[config.mk]
export PLATFORM = sky130hd
export DESIGN_NAME = fct_regs
export DESIGN_NICKNAME = d
export VERILOG_FILES = /design/src/design/fct_pkg.sv /design/src/design/fct_regs.sv
export SDC_FILE = /design/constraint.sdc
export NUM_CORES = 1
export LEC_CHECK = 0
export BUFFER_PORTS_ARGS = -buffer_cell sky130_fd_sc_hd__buf_2
export CELL_PAD_IN_SITES_DETAIL_PLACEMENT = 0
export CELL_PAD_IN_SITES_GLOBAL_PLACEMENT = 1
export CORE_MARGIN = 4
export CORE_UTILIZATION = 38
export CTS_BUF_LIST = sky130_fd_sc_hd__clkbuf_16
export DETAILED_ROUTE_END_ITERATION = 10
export GPL_TIMING_DRIVEN = 0
export PLACE_DENSITY = 0.87
export SYNTH_ARGS = -nofsm -noshare
export SYNTH_HDL_FRONTEND = slang
export SYNTH_SLANG_ARGS = --single-unit
[constraint.sdc]
create_clock -name clk -period 1.6 [get_ports clk]
set_input_delay 0.32 -clock clk [delete_from_list [all_inputs] [get_ports clk]]
set_output_delay 0.32 -clock clk [all_outputs]
set_load 0.01 [all_outputs]
[src/design/fct_pkg.sv]
`timescale 1ns / 1ps
`default_nettype none

package fct_pkg;

	localparam int REG_COUNT       = 6;
	localparam int PLANE_COUNT_DEF = 6;
	localparam int CFG_DATA_W      = 64;
	localparam int CFG_ADDR_W      = $clog2(REG_COUNT * 8);
	localparam int CFG_IDX_W       = CFG_ADDR_W - 3;

	// distance with 18 fraction bits, offset and radius folded in
	localparam int DIST_W = 36;
	localparam int PROD_W = 32;

	localparam logic [1:0] KIND_POINT  = 2'd0;
	localparam logic [1:0] KIND_SPHERE = 2'd1;
	localparam logic [1:0] KIND_BOX    = 2'd2;
	localparam logic [1:0] KIND_NONE   = 2'd3;

	typedef struct packed {
		logic s1;
		logic s2;
	} fct_adv_t;

endpackage

`default_nettype wire

[src/design/fct_regs.sv]
`timescale 1ns / 1ps
`default_nettype none

module fct_regs
	import fct_pkg::*;
(
	input  wire logic                                 clk,
	input  wire logic                                 arst_n,
	input  wire logic                                 psel,
	input  wire logic                                 penable,
	input  wire logic                                 pwrite,
	input  wire logic [CFG_ADDR_W-1:0]                paddr,
	input  wire logic [CFG_DATA_W-1:0]                pwdata,
	output logic      [CFG_DATA_W-1:0]                prdata,
	output logic                                      pready,
	output logic      [REG_COUNT-1:0][CFG_DATA_W-1:0] planes
);

	localparam logic [CFG_IDX_W-1:0] LAST_IDX = CFG_IDX_W'(REG_COUNT - 1);

	logic [CFG_IDX_W-1:0]  idx;
	logic                  hit;
	logic [REG_COUNT-1:0][CFG_DATA_W-1:0] planes_q;

	assign idx    = paddr[CFG_ADDR_W-1:3];
	assign hit    = (idx <= LAST_IDX);
	assign pready = 1'b1;
	assign planes = planes_q;
	assign prdata = hit ? planes_q[idx] : '0;

	always_ff @(posedge clk or negedge arst_n) begin
		if (!arst_n) begin
			planes_q <= '0;
		end else if (psel && penable && pwrite && hit) begin
			planes_q[idx] <= pwdata;
		end
	end

endmodule

`default_nettype wire

* Word level (Yosys, flattened, before mapping) *
Index checks and enable logic that the tools add are counted.

cells by class
  reductions and logical operators = 4
  $lt $le $gt $ge = 3
  multiplexer cells = 6

operators with widths
  operator              number
  $bwmux W384           1
  $bmux W64 S3          1
  $demux W64 S3         1
  $mux W64              3
  $logic_and A1 B1 Y1   4
  $lt A3 B4 Y1 const B  1
  $ge A3 B1 Y1 const B  1
  $le A3 B3 Y1 const B  1

storage, ports and cells
  register bits after elaboration = 384
  word-level logic and storage cells = 19
  input port bits = 75
  output and inout bits = 449

* Depth between registers and ports, before layout *
  depth after elaboration = 5
  depth in mapped cells = 6
  depth with buffers taken out = 3

* Least setup slack after synthesis *
Ideal clock, no wire load.

  path type = input to output
  start = input port paddr[4]
  end = output port prdata[0]
  setup slack = -144 ps
  arrival = 1424 ps
  stages on the path = 6
  required time = 1280 ps
  path through = buf_2 -> buf_2 -> nor2_1 -> buf_2 -> nand2_1 -> o221ai_1

on the way
  cells in the longest elaborated chain, start to end = 3
  elaborated cells on any way between the ends = 4
  classes of those cells = 1 x order compare; 3 x mux

RTL lines
  element                         RTL line        source
  from (decl)                     fct_regs.sv:12  input wire logic [CFG_ADDR_W-1:0] paddr,
  $bmux W64 S3                    fct_regs.sv:29  assign prdata = hit ? planes_q[idx] : '0;
  $mux W64 (implied by the code)  fct_regs.sv:29
  $mux W64 *                      fct_regs.sv:29
  to (decl)                       fct_regs.sv:14  output logic [CFG_DATA_W-1:0] prdata,

Every way passes the cells marked *; elsewhere a longest branch is shown, timed or not. The select of a mux whose other input is x is not followed.

* Final worst setup path *
  start = register planes_q, in the netlist planes[102]
  end = output port prdata[38]

on the way
  cells in the longest elaborated chain, start to end = 3

RTL lines
  element                            RTL line        source
  from (decl)                        fct_regs.sv:23  logic [REG_COUNT-1:0][CFG_DATA_W-1:0] planes_q;
  from (signal, indexed assignment)  fct_regs.sv:35  planes_q[idx] <= pwdata;
  $bmux W64 S3                       fct_regs.sv:29
  $mux W64 (implied by the code)     fct_regs.sv:29
  $mux W64                           fct_regs.sv:29

Every way passes these cells. The select of a mux whose other input is x is not followed.

==> qor.tcl <==
set qor(timing_worst_slew_pin_value_ns) 0.6819
set qor(clock_insertion_delay_worst_skew_ns) 0.56
set qor(worst_ep_arrival_time_ns) 1.67
set qor(pwr_total_mw) 31.35
set qor(first_pass_grt_wire_length_um) 95810
set qor(largest_register_ffs) 384
set qor(largest_cells_by_area_after_synthesis) {dfrtp_1 55%, mux2_2 27%, mux2i_1 5.3%}
set qor(run_status) {complete, but fails checks}
set qor(layout_common_cells) {508 x buf_2, 384 x dfrtp_1, 380 x mux2_2}
set qor(setup-violations-final) 81
set qor(htree_levels) 2
set qor(clock_buffer_count_from_cts) 42
set qor(tritoncts_num_sinks) 384
set qor(timing.setup.critical_path_class) {reg -> out}
set qor(synth_nets) 1304
set qor(final_layout_fill_cell_count) 3785
set qor(r2r.worst_path.cells) 3
set qor(ys_seq_area_share_pct) 54.51
set qor(synth.avg_cell_area_um2) 14.34
set qor(setup_repair_after_global_routing_missed_its_margin) {yes}
set qor(period_minus_slack_ns) 1.990
set qor(ys_ff_latch) 384
set qor(first_global_vias) 14217
set qor(dpl.hpwl_um) 45400
set qor(worst_setup_path_end_kind) {output pin}
set qor(synth-edff-count) 0
set qor(finalHoldWorstSlack_ns) -0.3028
set qor(io_buffers) 519
set qor(worst-path-max-fanout) 2
set qor(die-height_um) 223.4
set qor(drive_gt1_share_pct) 68.20
set qor(finalNetCount) 1999
set qor(ys_async_sr_fraction_pct) 100.0
set qor(routabilityCongestion) 0.8694
set qor(ant_nets) 0
set qor(syn-cell-area_um2) 17630
set qor(multi_input_area_um2) 8092
set qor(clock_path_buffers) 3
set qor(vias) 13922
set qor(final_common_cell) {buf_2}
set qor(global_route.overflow_total) 0
set qor(grt_start_max_net_pins) 119
set qor(routed_wirelength_um) 67440
set qor(fin_crit_sh_pct) 124.4
set qor(violations_in_the_final_reports) {negative hold slack, negative setup slack}
set qor(timing.final.ws_setup_ns) -0.3903
set qor(routed_via_density) 5.445
set qor(io_pins) 524
set qor(post_drt_wl_per_cell_um) 26.38
set qor(instances_no_fill) 2557
set qor(irDropWorstVdd_v) 0.0009093
set qor(number_of_different_library_cells_in_the_post_synthesis_netlist) 30
set qor(r2r_end) {planes[102]}
set qor(final-seq-area_um2) 9609
set qor(min-delay-path-class) {in -> async}
set qor(die_width_um) 223.4
set qor(clk_root_buf) {clkbuf_16}
set qor(dr.pass1.iters) 7
set qor(ys_dominant_reg_cell) {dfrtp_1}
set qor(slew-limit-headroom_pct) 54.43
set qor(dr.first_iter.drc_count) 914
set qor(reg2reg_from) {planes[102]}
set qor(timing.clock.skew_ns) 0
set qor(initial_utilization_pct) 38.68
set qor(worst_setup_path_start_kind) {register}
set qor(numPlacedInstances) 2351
set qor(synth_warnings) 0
set qor(yosys.area.top_type) {dfrtp_1}
set qor(drc) 0
set qor(timing.final.hold_violations) 63
set qor(clkSlewWorstSetupHoldPaths_ns) 0.06
set qor(power.density_nw_per_um2) 1267
set qor(synth_top_cell_area_share_pct) 54.51
set qor(core.rowCount) 78
set qor(antenna_found_initial) 5
set qor(tritoncts_clock_tree) {yes}
set qor(global_route.usage.total_pct) 25.29
set qor(ff2ff_setup_slack_ns) 0.56
set qor(core_um2) 45580
set qor(cellLeakagePower_nw) 12.43
set qor(synth_instances) 1229
set qor(max_cap_viol_count) 0
set qor(crit_required_ns) 1.28
set qor(layout_overhead_on_the_synthesized_area_pct) 40.38
set qor(floorplan.die_area_um2) 49900
set qor(clock.fmax_ghz) 0.5024
set qor(slew_violations) 0
-- power breakdown --
group          internal (mW)  leakage [nW]  switching, mW
Clock                   4.84         0.623           4.02
Sequential              11.6          4.91           1.53
Combinational           4.78          6.90           4.56
Total                   21.2          12.4           10.1
-- per-stage QoR --
stage / utilization (%) / TNS [ns] / instance area (um^2) / setup slack [ns]
6_report: 54.29 / -18.84 / 24750 / -0.3903
3_5_place_dp: 46.32 / -380.40 / 21110 / -1.284
2_1_floorplan: - / 0 / 17670 / 0.008868
4_1_cts: 51.60 / -22.76 / 23520 / -0.4416
5_1_grt: 54.29 / -23.60 / 24740 / -0.4507
3_3_place_gp: 46.12 / -3069.04 / 21020 / -7.127
-- area by class of cell --
type                            count  share of cell area (%)
Buffer                             87                   4.505
Tap cell                          600                   3.034
Clock inverter                     30                  0.5511
Timing Repair Buffer              652                   15.99
Multi-Input combinational cell    757                   32.70
Sequential cell                   384                   38.83
Clock buffer                       43                   4.348
Antenna cell                        4                 0.04045
-- repair_timing --
item                                    in CTS  in global routing
hold endpoints to repair                    63                 63
gates cloned                                 4                  3
setup buffers                               57                 68
resized for setup                          155                149
endpoints found under the setup margin     384                 99
pin swaps                                   23                 40
-- cells in the mapped netlist, types with 17 or more instances --
cell,n
nor3b_1,18
o221ai_1,46
nor2b_1,18
dfrtp_1,384
mux2_1,22
mux2_2,425
o211ai_1,17
buf_6,24
a32oi_1,17
mux2i_1,94
buf_2,20
nand2_1,64
buf_4,25
a21oi_1,18
-- worst max-delay path by stage --
stage,startpoint,endpoint,slack [ns]
floorplan,paddr[3],prdata[10],0.009
global placement,arst_n,planes[285],-7.13
detailed placement,paddr[5],prdata[38],-1.28
CTS,planes[102],prdata[38],-0.44
global route,planes[102],prdata[38],-0.45
finish,planes[102],prdata[38],-0.39
-- logic make-up after synthesis --
| group | Yosys count | share of synthesized area (%) |
|---|---|---|
| muxes | 541 | 33.89 |
| buffers and inverters | 88 | 3.570 |
| DFF | 384 | 54.51 |
| AOI/OAI and AO/OA | 101 | 4.486 |
| and+or+nand+nor | 114 | 3.514 |
| other | 1 | 0.02127 |
-- worst max-delay path, cell delays in order (launching register included) --
cell	delay (ns)
dfrtp_1	0.40
mux2_4	0.28
a21oi_2	0.11
o211ai_1	0.13
buf_4	0.19
-- per-layer routing --
| layer | part of all wire [%] | vias up | GRT usage (%) |
|---|---|---|---|
| met5 | 0.040 | - | 0 |
| met4 | 2.2 | 4 | 6.999 |
| met3 | 7.3 | 105 | 6.500 |
| met2 | 49 | 548 | 42.16 |
| met1 | 41 | 7307 | 32.88 |
| li1 | - | 5958 | - |
(Power assumes the default switching activity.)
