$ cat config.mk
export PLATFORM = sky130hd
export DESIGN_NAME = fct_lane
export DESIGN_NICKNAME = d
export VERILOG_FILES = /design/src/design/fct_pkg.sv /design/src/design/fct_lane.sv
export SDC_FILE = /design/constraint.sdc
export NUM_CORES = 2
export LEC_CHECK = 0
export BUFFER_PORTS_ARGS = -buffer_cell sky130_fd_sc_hd__clkbuf_2
export CORE_MARGIN = 2
export CORE_UTILIZATION = 25
export DETAILED_ROUTE_END_ITERATION = 16
export HOLD_SLACK_MARGIN = 0.1
export PLACE_DENSITY = 0.37
export SKIP_LAST_GASP = 1
export SLEW_MARGIN = 5
export SYNTH_ARGS = -nofsm -noshare
export SYNTH_HDL_FRONTEND = slang
export SYNTH_SLANG_ARGS = --single-unit
$ cat constraint.sdc
create_clock -name clk -period 8.8 [get_ports clk]
set_input_delay 0.88 -clock clk [delete_from_list [all_inputs] [get_ports clk]]
set_output_delay 0.88 -clock clk [all_outputs]
set_load 0.1 [all_outputs]
$ cat src/design/fct_pkg.sv
`timescale 1ns / 1ps
`default_nettype none

package fct_pkg;

	localparam int REG_COUNT       = 6;
	localparam int PLANE_COUNT_DEF = 6;
	localparam int CFG_DATA_W      = 64;
	localparam int CFG_ADDR_W      = $clog2(REG_COUNT * 8);
	localparam int CFG_IDX_W       = CFG_ADDR_W - 3;

	// distance with 18 fraction bits, offset and radius folded in
	localparam int DIST_W = 36;
	localparam int PROD_W = 32;

	localparam logic [1:0] KIND_POINT  = 2'd0;
	localparam logic [1:0] KIND_SPHERE = 2'd1;
	localparam logic [1:0] KIND_BOX    = 2'd2;
	localparam logic [1:0] KIND_NONE   = 2'd3;

	typedef struct packed {
		logic s1;
		logic s2;
	} fct_adv_t;

endpackage

`default_nettype wire

$ cat src/design/fct_lane.sv
`timescale 1ns / 1ps
`default_nettype none

module fct_lane
	import fct_pkg::*;
(
	input  wire logic                   clk,
	input  wire fct_adv_t               adv,
	input  wire logic [CFG_DATA_W-1:0]  plane,
	input  wire logic                   is_box,
	input  wire logic signed [15:0]     first_x,
	input  wire logic signed [15:0]     first_y,
	input  wire logic signed [15:0]     first_z,
	input  wire logic signed [15:0]     second_x,
	input  wire logic signed [15:0]     second_y,
	input  wire logic signed [15:0]     second_z,
	input  wire logic [14:0]            rad_s1,
	output logic                        pos_neg,
	output logic                        neg_neg
);

	logic signed [15:0] nx, ny, nz, off;
	logic               gx, gy, gz;
	logic signed [15:0] px, py, pz, qx, qy, qz;

	logic signed [PROD_W-1:0] ppx_s1, ppy_s1, ppz_s1;
	logic signed [PROD_W-1:0] pqx_s1, pqy_s1, pqz_s1;

	logic signed [DIST_W-1:0] dot_p, dot_q, bias, rterm;
	logic signed [DIST_W-1:0] sp_s2, sn_s2;

	assign nx  = signed'(plane[15:0]);
	assign ny  = signed'(plane[31:16]);
	assign nz  = signed'(plane[47:32]);
	assign off = signed'(plane[63:48]);

	// positive vertex takes the max where the normal is non-negative
	assign gx = is_box && !nx[15];
	assign gy = is_box && !ny[15];
	assign gz = is_box && !nz[15];

	assign px = gx ? second_x : first_x;
	assign py = gy ? second_y : first_y;
	assign pz = gz ? second_z : first_z;
	assign qx = gx ? first_x : second_x;
	assign qy = gy ? first_y : second_y;
	assign qz = gz ? first_z : second_z;

	always_ff @(posedge clk) begin
		if (adv.s1) begin
			ppx_s1 <= nx * px;
			ppy_s1 <= ny * py;
			ppz_s1 <= nz * pz;
			pqx_s1 <= nx * qx;
			pqy_s1 <= ny * qy;
			pqz_s1 <= nz * qz;
		end
	end

	assign dot_p = DIST_W'(ppx_s1) + DIST_W'(ppy_s1) + DIST_W'(ppz_s1);
	assign dot_q = DIST_W'(pqx_s1) + DIST_W'(pqy_s1) + DIST_W'(pqz_s1);
	assign bias  = {{(DIST_W - 30){off[15]}}, off, 14'b0};
	assign rterm = signed'({{(DIST_W - 29){1'b0}}, rad_s1, 14'b0});

	always_ff @(posedge clk) begin
		if (adv.s2) begin
			sp_s2 <= dot_p - bias + rterm;
			sn_s2 <= dot_q - bias;
		end
	end

	assign pos_neg = sp_s2[DIST_W-1];
	assign neg_neg = sn_s2[DIST_W-1];

endmodule

`default_nettype wire

Yosys cells after proc, flatten, opt, wreduce, memory -nomap -nowiden --
Index checks and enable logic that the tools add are counted.
Storage, ports and cells: register bits after elaboration 264, bits in latches 0, RAM bits 0, bits in read-only memories 0, output and inout bits 2, word-level logic and storage cells 33, memories kept 0
Operators by class: $add $sub $neg 7, multipliers 6, div/mod/pow operators 0, order comparisons 0, eq/ne operators 0, shifts and indexed selects 0, muxes and demuxes 6, bitwise operators 0, reductions and logical operators 6
Operators with widths (number):
- multiplier 16 x 16 -> 32 bit | 6
- two-way mux 16 bit | 6
- subtractor 34 x 30 -> 35 bit | 2
- adder 33 x 32 -> 34 bit | 2
- adder 32 x 32 -> 33 bit | 2
- adder 35 x 30 -> 36 bit | 1
- logical AND 1 bit | 3
- zero test 1 bit | 3

Depth between registers and ports, before layout --
depth after elaboration 4, depth in mapped cells 30

Least setup slack after synthesis --
No wires, ideal clock.
kind input to register, from input port plane[47], to register pqz_s1[30] (data pin), setup time 0.260 ns, data arrival time 7.688 ns, path slack 0.852 ns, cell stages on the path 29, cell sequence clkbuf_1 > nor2b_1 > clkbuf_1 > clkbuf_1 > buf_2 > nand2_1 > nand2_1 > clkbuf_1 > nand2_1 > fa_1 > inv_1 > fa_1 > inv_1 > fa_1 > inv_1 > fa_1 > fa_1 > inv_1 > fa_1 > inv_1 > ha_1 > and4_1 > and4_1 > o311ai_2 > a32oi_1 > a221o_1 > a221o_1 > o31ai_2 > xnor2_1
On the way: word-level cells in the longest chain between the ends 4
Ends and longest elaborated chain:
- start, declared | line fct_lane.sv:9 | input wire logic [CFG_DATA_W-1:0] plane,
- zero test 1 bit | line fct_lane.sv:40 | assign gz = is_box && !nz[15];
- logical AND 1 bit | line fct_lane.sv:40
- two-way mux 16 bit | line fct_lane.sv:47 | assign qz = gz ? first_z : second_z;
- multiplier 16 x 16 -> 32 bit * | line fct_lane.sv:56 | pqz_s1 <= nz * qz;
- end signal, assigned | line fct_lane.sv:56
- end, declared | line fct_lane.sv:27 | logic signed [PROD_W-1:0] pqx_s1, pqy_s1, pqz_s1;
Mark *: on every way between the ends. The rest lies on a longest branch, timed or not. A chain may end at the register's enable or synchronous reset.

Worst setup path after layout --
from input port is_box, to register ppx_s1[31] (data pin)
On the way: word-level cells in the longest chain between the ends 3
Ends and longest elaborated chain:
- start, declared | line fct_lane.sv:10 | input wire logic is_box,
- logical AND 1 bit | line fct_lane.sv:38 | assign gx = is_box && !nx[15];
- two-way mux 16 bit | line fct_lane.sv:42 | assign px = gx ? second_x : first_x;
- multiplier 16 x 16 -> 32 bit | line fct_lane.sv:51 | ppx_s1 <= nx * px;
- end signal, assigned | line fct_lane.sv:51
- end, declared | line fct_lane.sv:26 | logic signed [PROD_W-1:0] ppx_s1, ppy_s1, ppz_s1;
Every way passes these cells.

==> flow_summary.json <==
{
  "status": "complete, no violations",
  "via_per_inst": 4.27,
  "slew_headroom": 0.254,
  "min_path_type": "input pin to register",
  "avgSynthCellArea_um2": 9.59,
  "netlist_area_um2": 71300,
  "syn-num-nets": 9908,
  "max_stage_delay_ns": 0.53,
  "io_pins": 181,
  "ys_types": 82,
  "arrival_ns": 7.96,
  "grt_pass1_vias": 53649,
  "dr.pass1.iters": 7,
  "post-synth-top-count-cell": "inv_1",
  "final_nets": 9972,
  "seq_area_um2": 5830,
  "critPathRequiredTime_ns": 9.05,
  "synth_area_leaders": "fa_1 47%, ha_1 11%, inv_1 11%",
  "vias": 48219,
  "critPathLaunchType": "input pin",
  "worst_slew_pin_slew_ns": 1.12,
  "num_rows": 196,
  "place_congestion": 0.828,
  "synth_top_area_frac": 0.473,
  "path_class": "input pin to register",
  "fin_ws_ns": 1.09,
  "drc_errors": 0,
  "reg2reg_depth": 14,
  "dieArea_um2": 290000,
  "synth-seq-area-share": 0.0817,
  "tritoncts": "done",
  "cp_common_cell": "fa_1",
  "fin_crit_ns": 7.71,
  "clkSlewWorstSetupHoldPaths_ns": 0.08,
  "post_cts_buffers": 0,
  "layout-drive-gt1-share": 0.0576,
  "initial_core_util": 0.251,
  "setup_viol": 0,
  "synth_flop_cell": "edfxtp_1",
  "crit_path_max_fanout": 15,
  "synthTopCellsByCount": "1,997 x inv_1, 1,685 x fa_1, 742 x nand2_1",
  "ant_nets": 0,
  "crit_chain": "clkbuf_2 -> nor2b_4 -> buf_4 -> mux2_2 -> and2_1 -> fa_1 -> inv_1 -> fa_1 -> inv_1 -> fa_1 -> fa_1 -> fa_1 -> inv_1 -> fa_1 -> inv_1 -> ha_1 -> and3_1 -> and4_1 -> a21o_1 -> a31o_2 -> a21oi_1 -> o311ai_1 -> a2111oi_0 -> nor3b_1",
  "htree_levels": 4,
  "setup_tns_ns": 0,
  "fin_crit_sh": 0.876,
  "wl_per_cell_um": 19.3,
  "place_inst": 11246,
  "n_fill_cell": 30686,
  "die_width_um": 538,
  "fp.coreArea_um2": 284000,
  "ys_warn_count": 0,
  "grt_setup_unrepaired": "no",
  "crit_slowest_cell": "fa_1",
  "die_h_um": 538,
  "grt-ovfl-total": 0,
  "drv_cap": 0,
  "holdBufCountCts": 0,
  "holdPathStages": 1,
  "synth_edf_count": 194,
  "drv_slew": 0,
  "io_buffers": 180,
  "reg2reg_slack_ns": 3.98,
  "wirelength_um": 218000,
  "worstHoldStart": "adv[0]",
  "cts_buffer_depth": 2,
  "hpwl_um": 187000,
  "antenna_found_initial": 10,
  "rr_startpoint": "ppx_s1[16]",
  "root_buffer": "clkbuf_16",
  "worstSetupEndpointType": "register",
  "place_worst_setup_slack_ns": 0.517,
  "cts_resized": 0,
  "hold_violations": 0,
  "timing.fmax_mhz": 130,
  "cts_buffers": 17,
  "syn_inst": 7439,
  "clock_sinks": 194,
  "multi_input_area_um2": 57000,
  "hold_end": "sp_s2[35]",
  "drt-initial-drc-count": 2207,
  "final_cells": 11285,
  "clock_skew_ns": 0.0157,
  "grt_pass1_wl_um": 338000,
  "grt_usage": 0.155,
  "grt_max_degree": 81,
  "insertion_delay_ns": 0.53,
  "yosys.area.top_type": "fa_1",
  "syn_to_final_growth_pct": 8.74,
  "synth-seq-cells": 194,
  "async_flop_share": 0,
  "worstReg2RegEnd": "sp_s2[35]"
}
-- cells in the final DEF, fill, tap and decap left out, drive strengths merged, types with 72 or more instances in the layout --
master and n:
ha 605, fa 1685, edfxtp 194, clkbuf 198, nand2 742, inv 2002
o21ai 77, nand2b 72, nor2 151, a21o 76, nor2b 453, buf 130
a21oi 134, xnor2 153, and2 319
-- critical path: cells and delay by family --
kind                       cells  cell delay [ns]
and+or+nand+nor                5             1.25
AOI/OAI and AO/OA              5             1.39
buffers and inverters          6             0.59
adders and majority gates      7             3.36
muxes                          1             0.48
-- final cells by class --
class	instances	area share
inverters	1997	0.0966
multi-input cells	4983	0.735
clock buffers	18	0.00553
diodes	8	0.000258
well taps	3762	0.0607
flip-flops and latches	194	0.0751
repair buffers	310	0.0251
clock inverters	13	0.00135
-- how the worst max path moves through the flow --
stage	cells past startpoint	endpoint	from
global route	24	ppx_s1[31]	is_box
CTS	26	pqy_s1[28]	is_box
detailed placement	24	pqy_s1[28]	is_box
global placement	24	pqy_s1[28]	is_box
floorplan	29	pqz_s1[30]	plane[47]
finish	24	ppx_s1[31]	is_box
-- flip-flops by register name (all words and copies together) (netlist names) --
register / count
ppx_s1: 32
ppy_s1: 32
ppz_s1: 32
pqx_s1: 32
pqy_s1: 32
pqz_s1: 32
sn_s2: 1
sp_s2: 1
-- layer usage --
layer	part of all wire	global-route usage	vias up
li1	-	-	22068
met1	0.47	0.220	25498
met2	0.49	0.264	561
met3	0.022	0.0111	92
met4	0.013	0.0216	0
met5	0	0	-
-- cell families (layout without fill, tap and decap cells) --
kind of cell    count (synthesis)  count (layout)  share of synthesized area
simple gates                 1928            1928                      0.137
fa+ha+maj                    2290            2290                      0.579
flops                         194             194                     0.0817
compound gates                482             482                     0.0458
other cells                     0               8                          0
buf+inv                      2262            2338                      0.119
xor+xnor                      197             197                     0.0242
mux                            86              86                     0.0128
-- per-stage QoR --
stage          hold slack [ns]  area, µm²   util
3_5_place_dp              1.11      77000  0.271
2_1_floorplan            0.931      71300      -
4_1_cts                  0.534      77500  0.273
5_1_grt                  0.554      77500  0.273
3_3_place_gp              1.11      77000  0.271
6_report                 0.593      77600  0.273
Power is not shown: default switching activity piles up to over one toggle a cycle in this logic, so the estimate is an artifact.
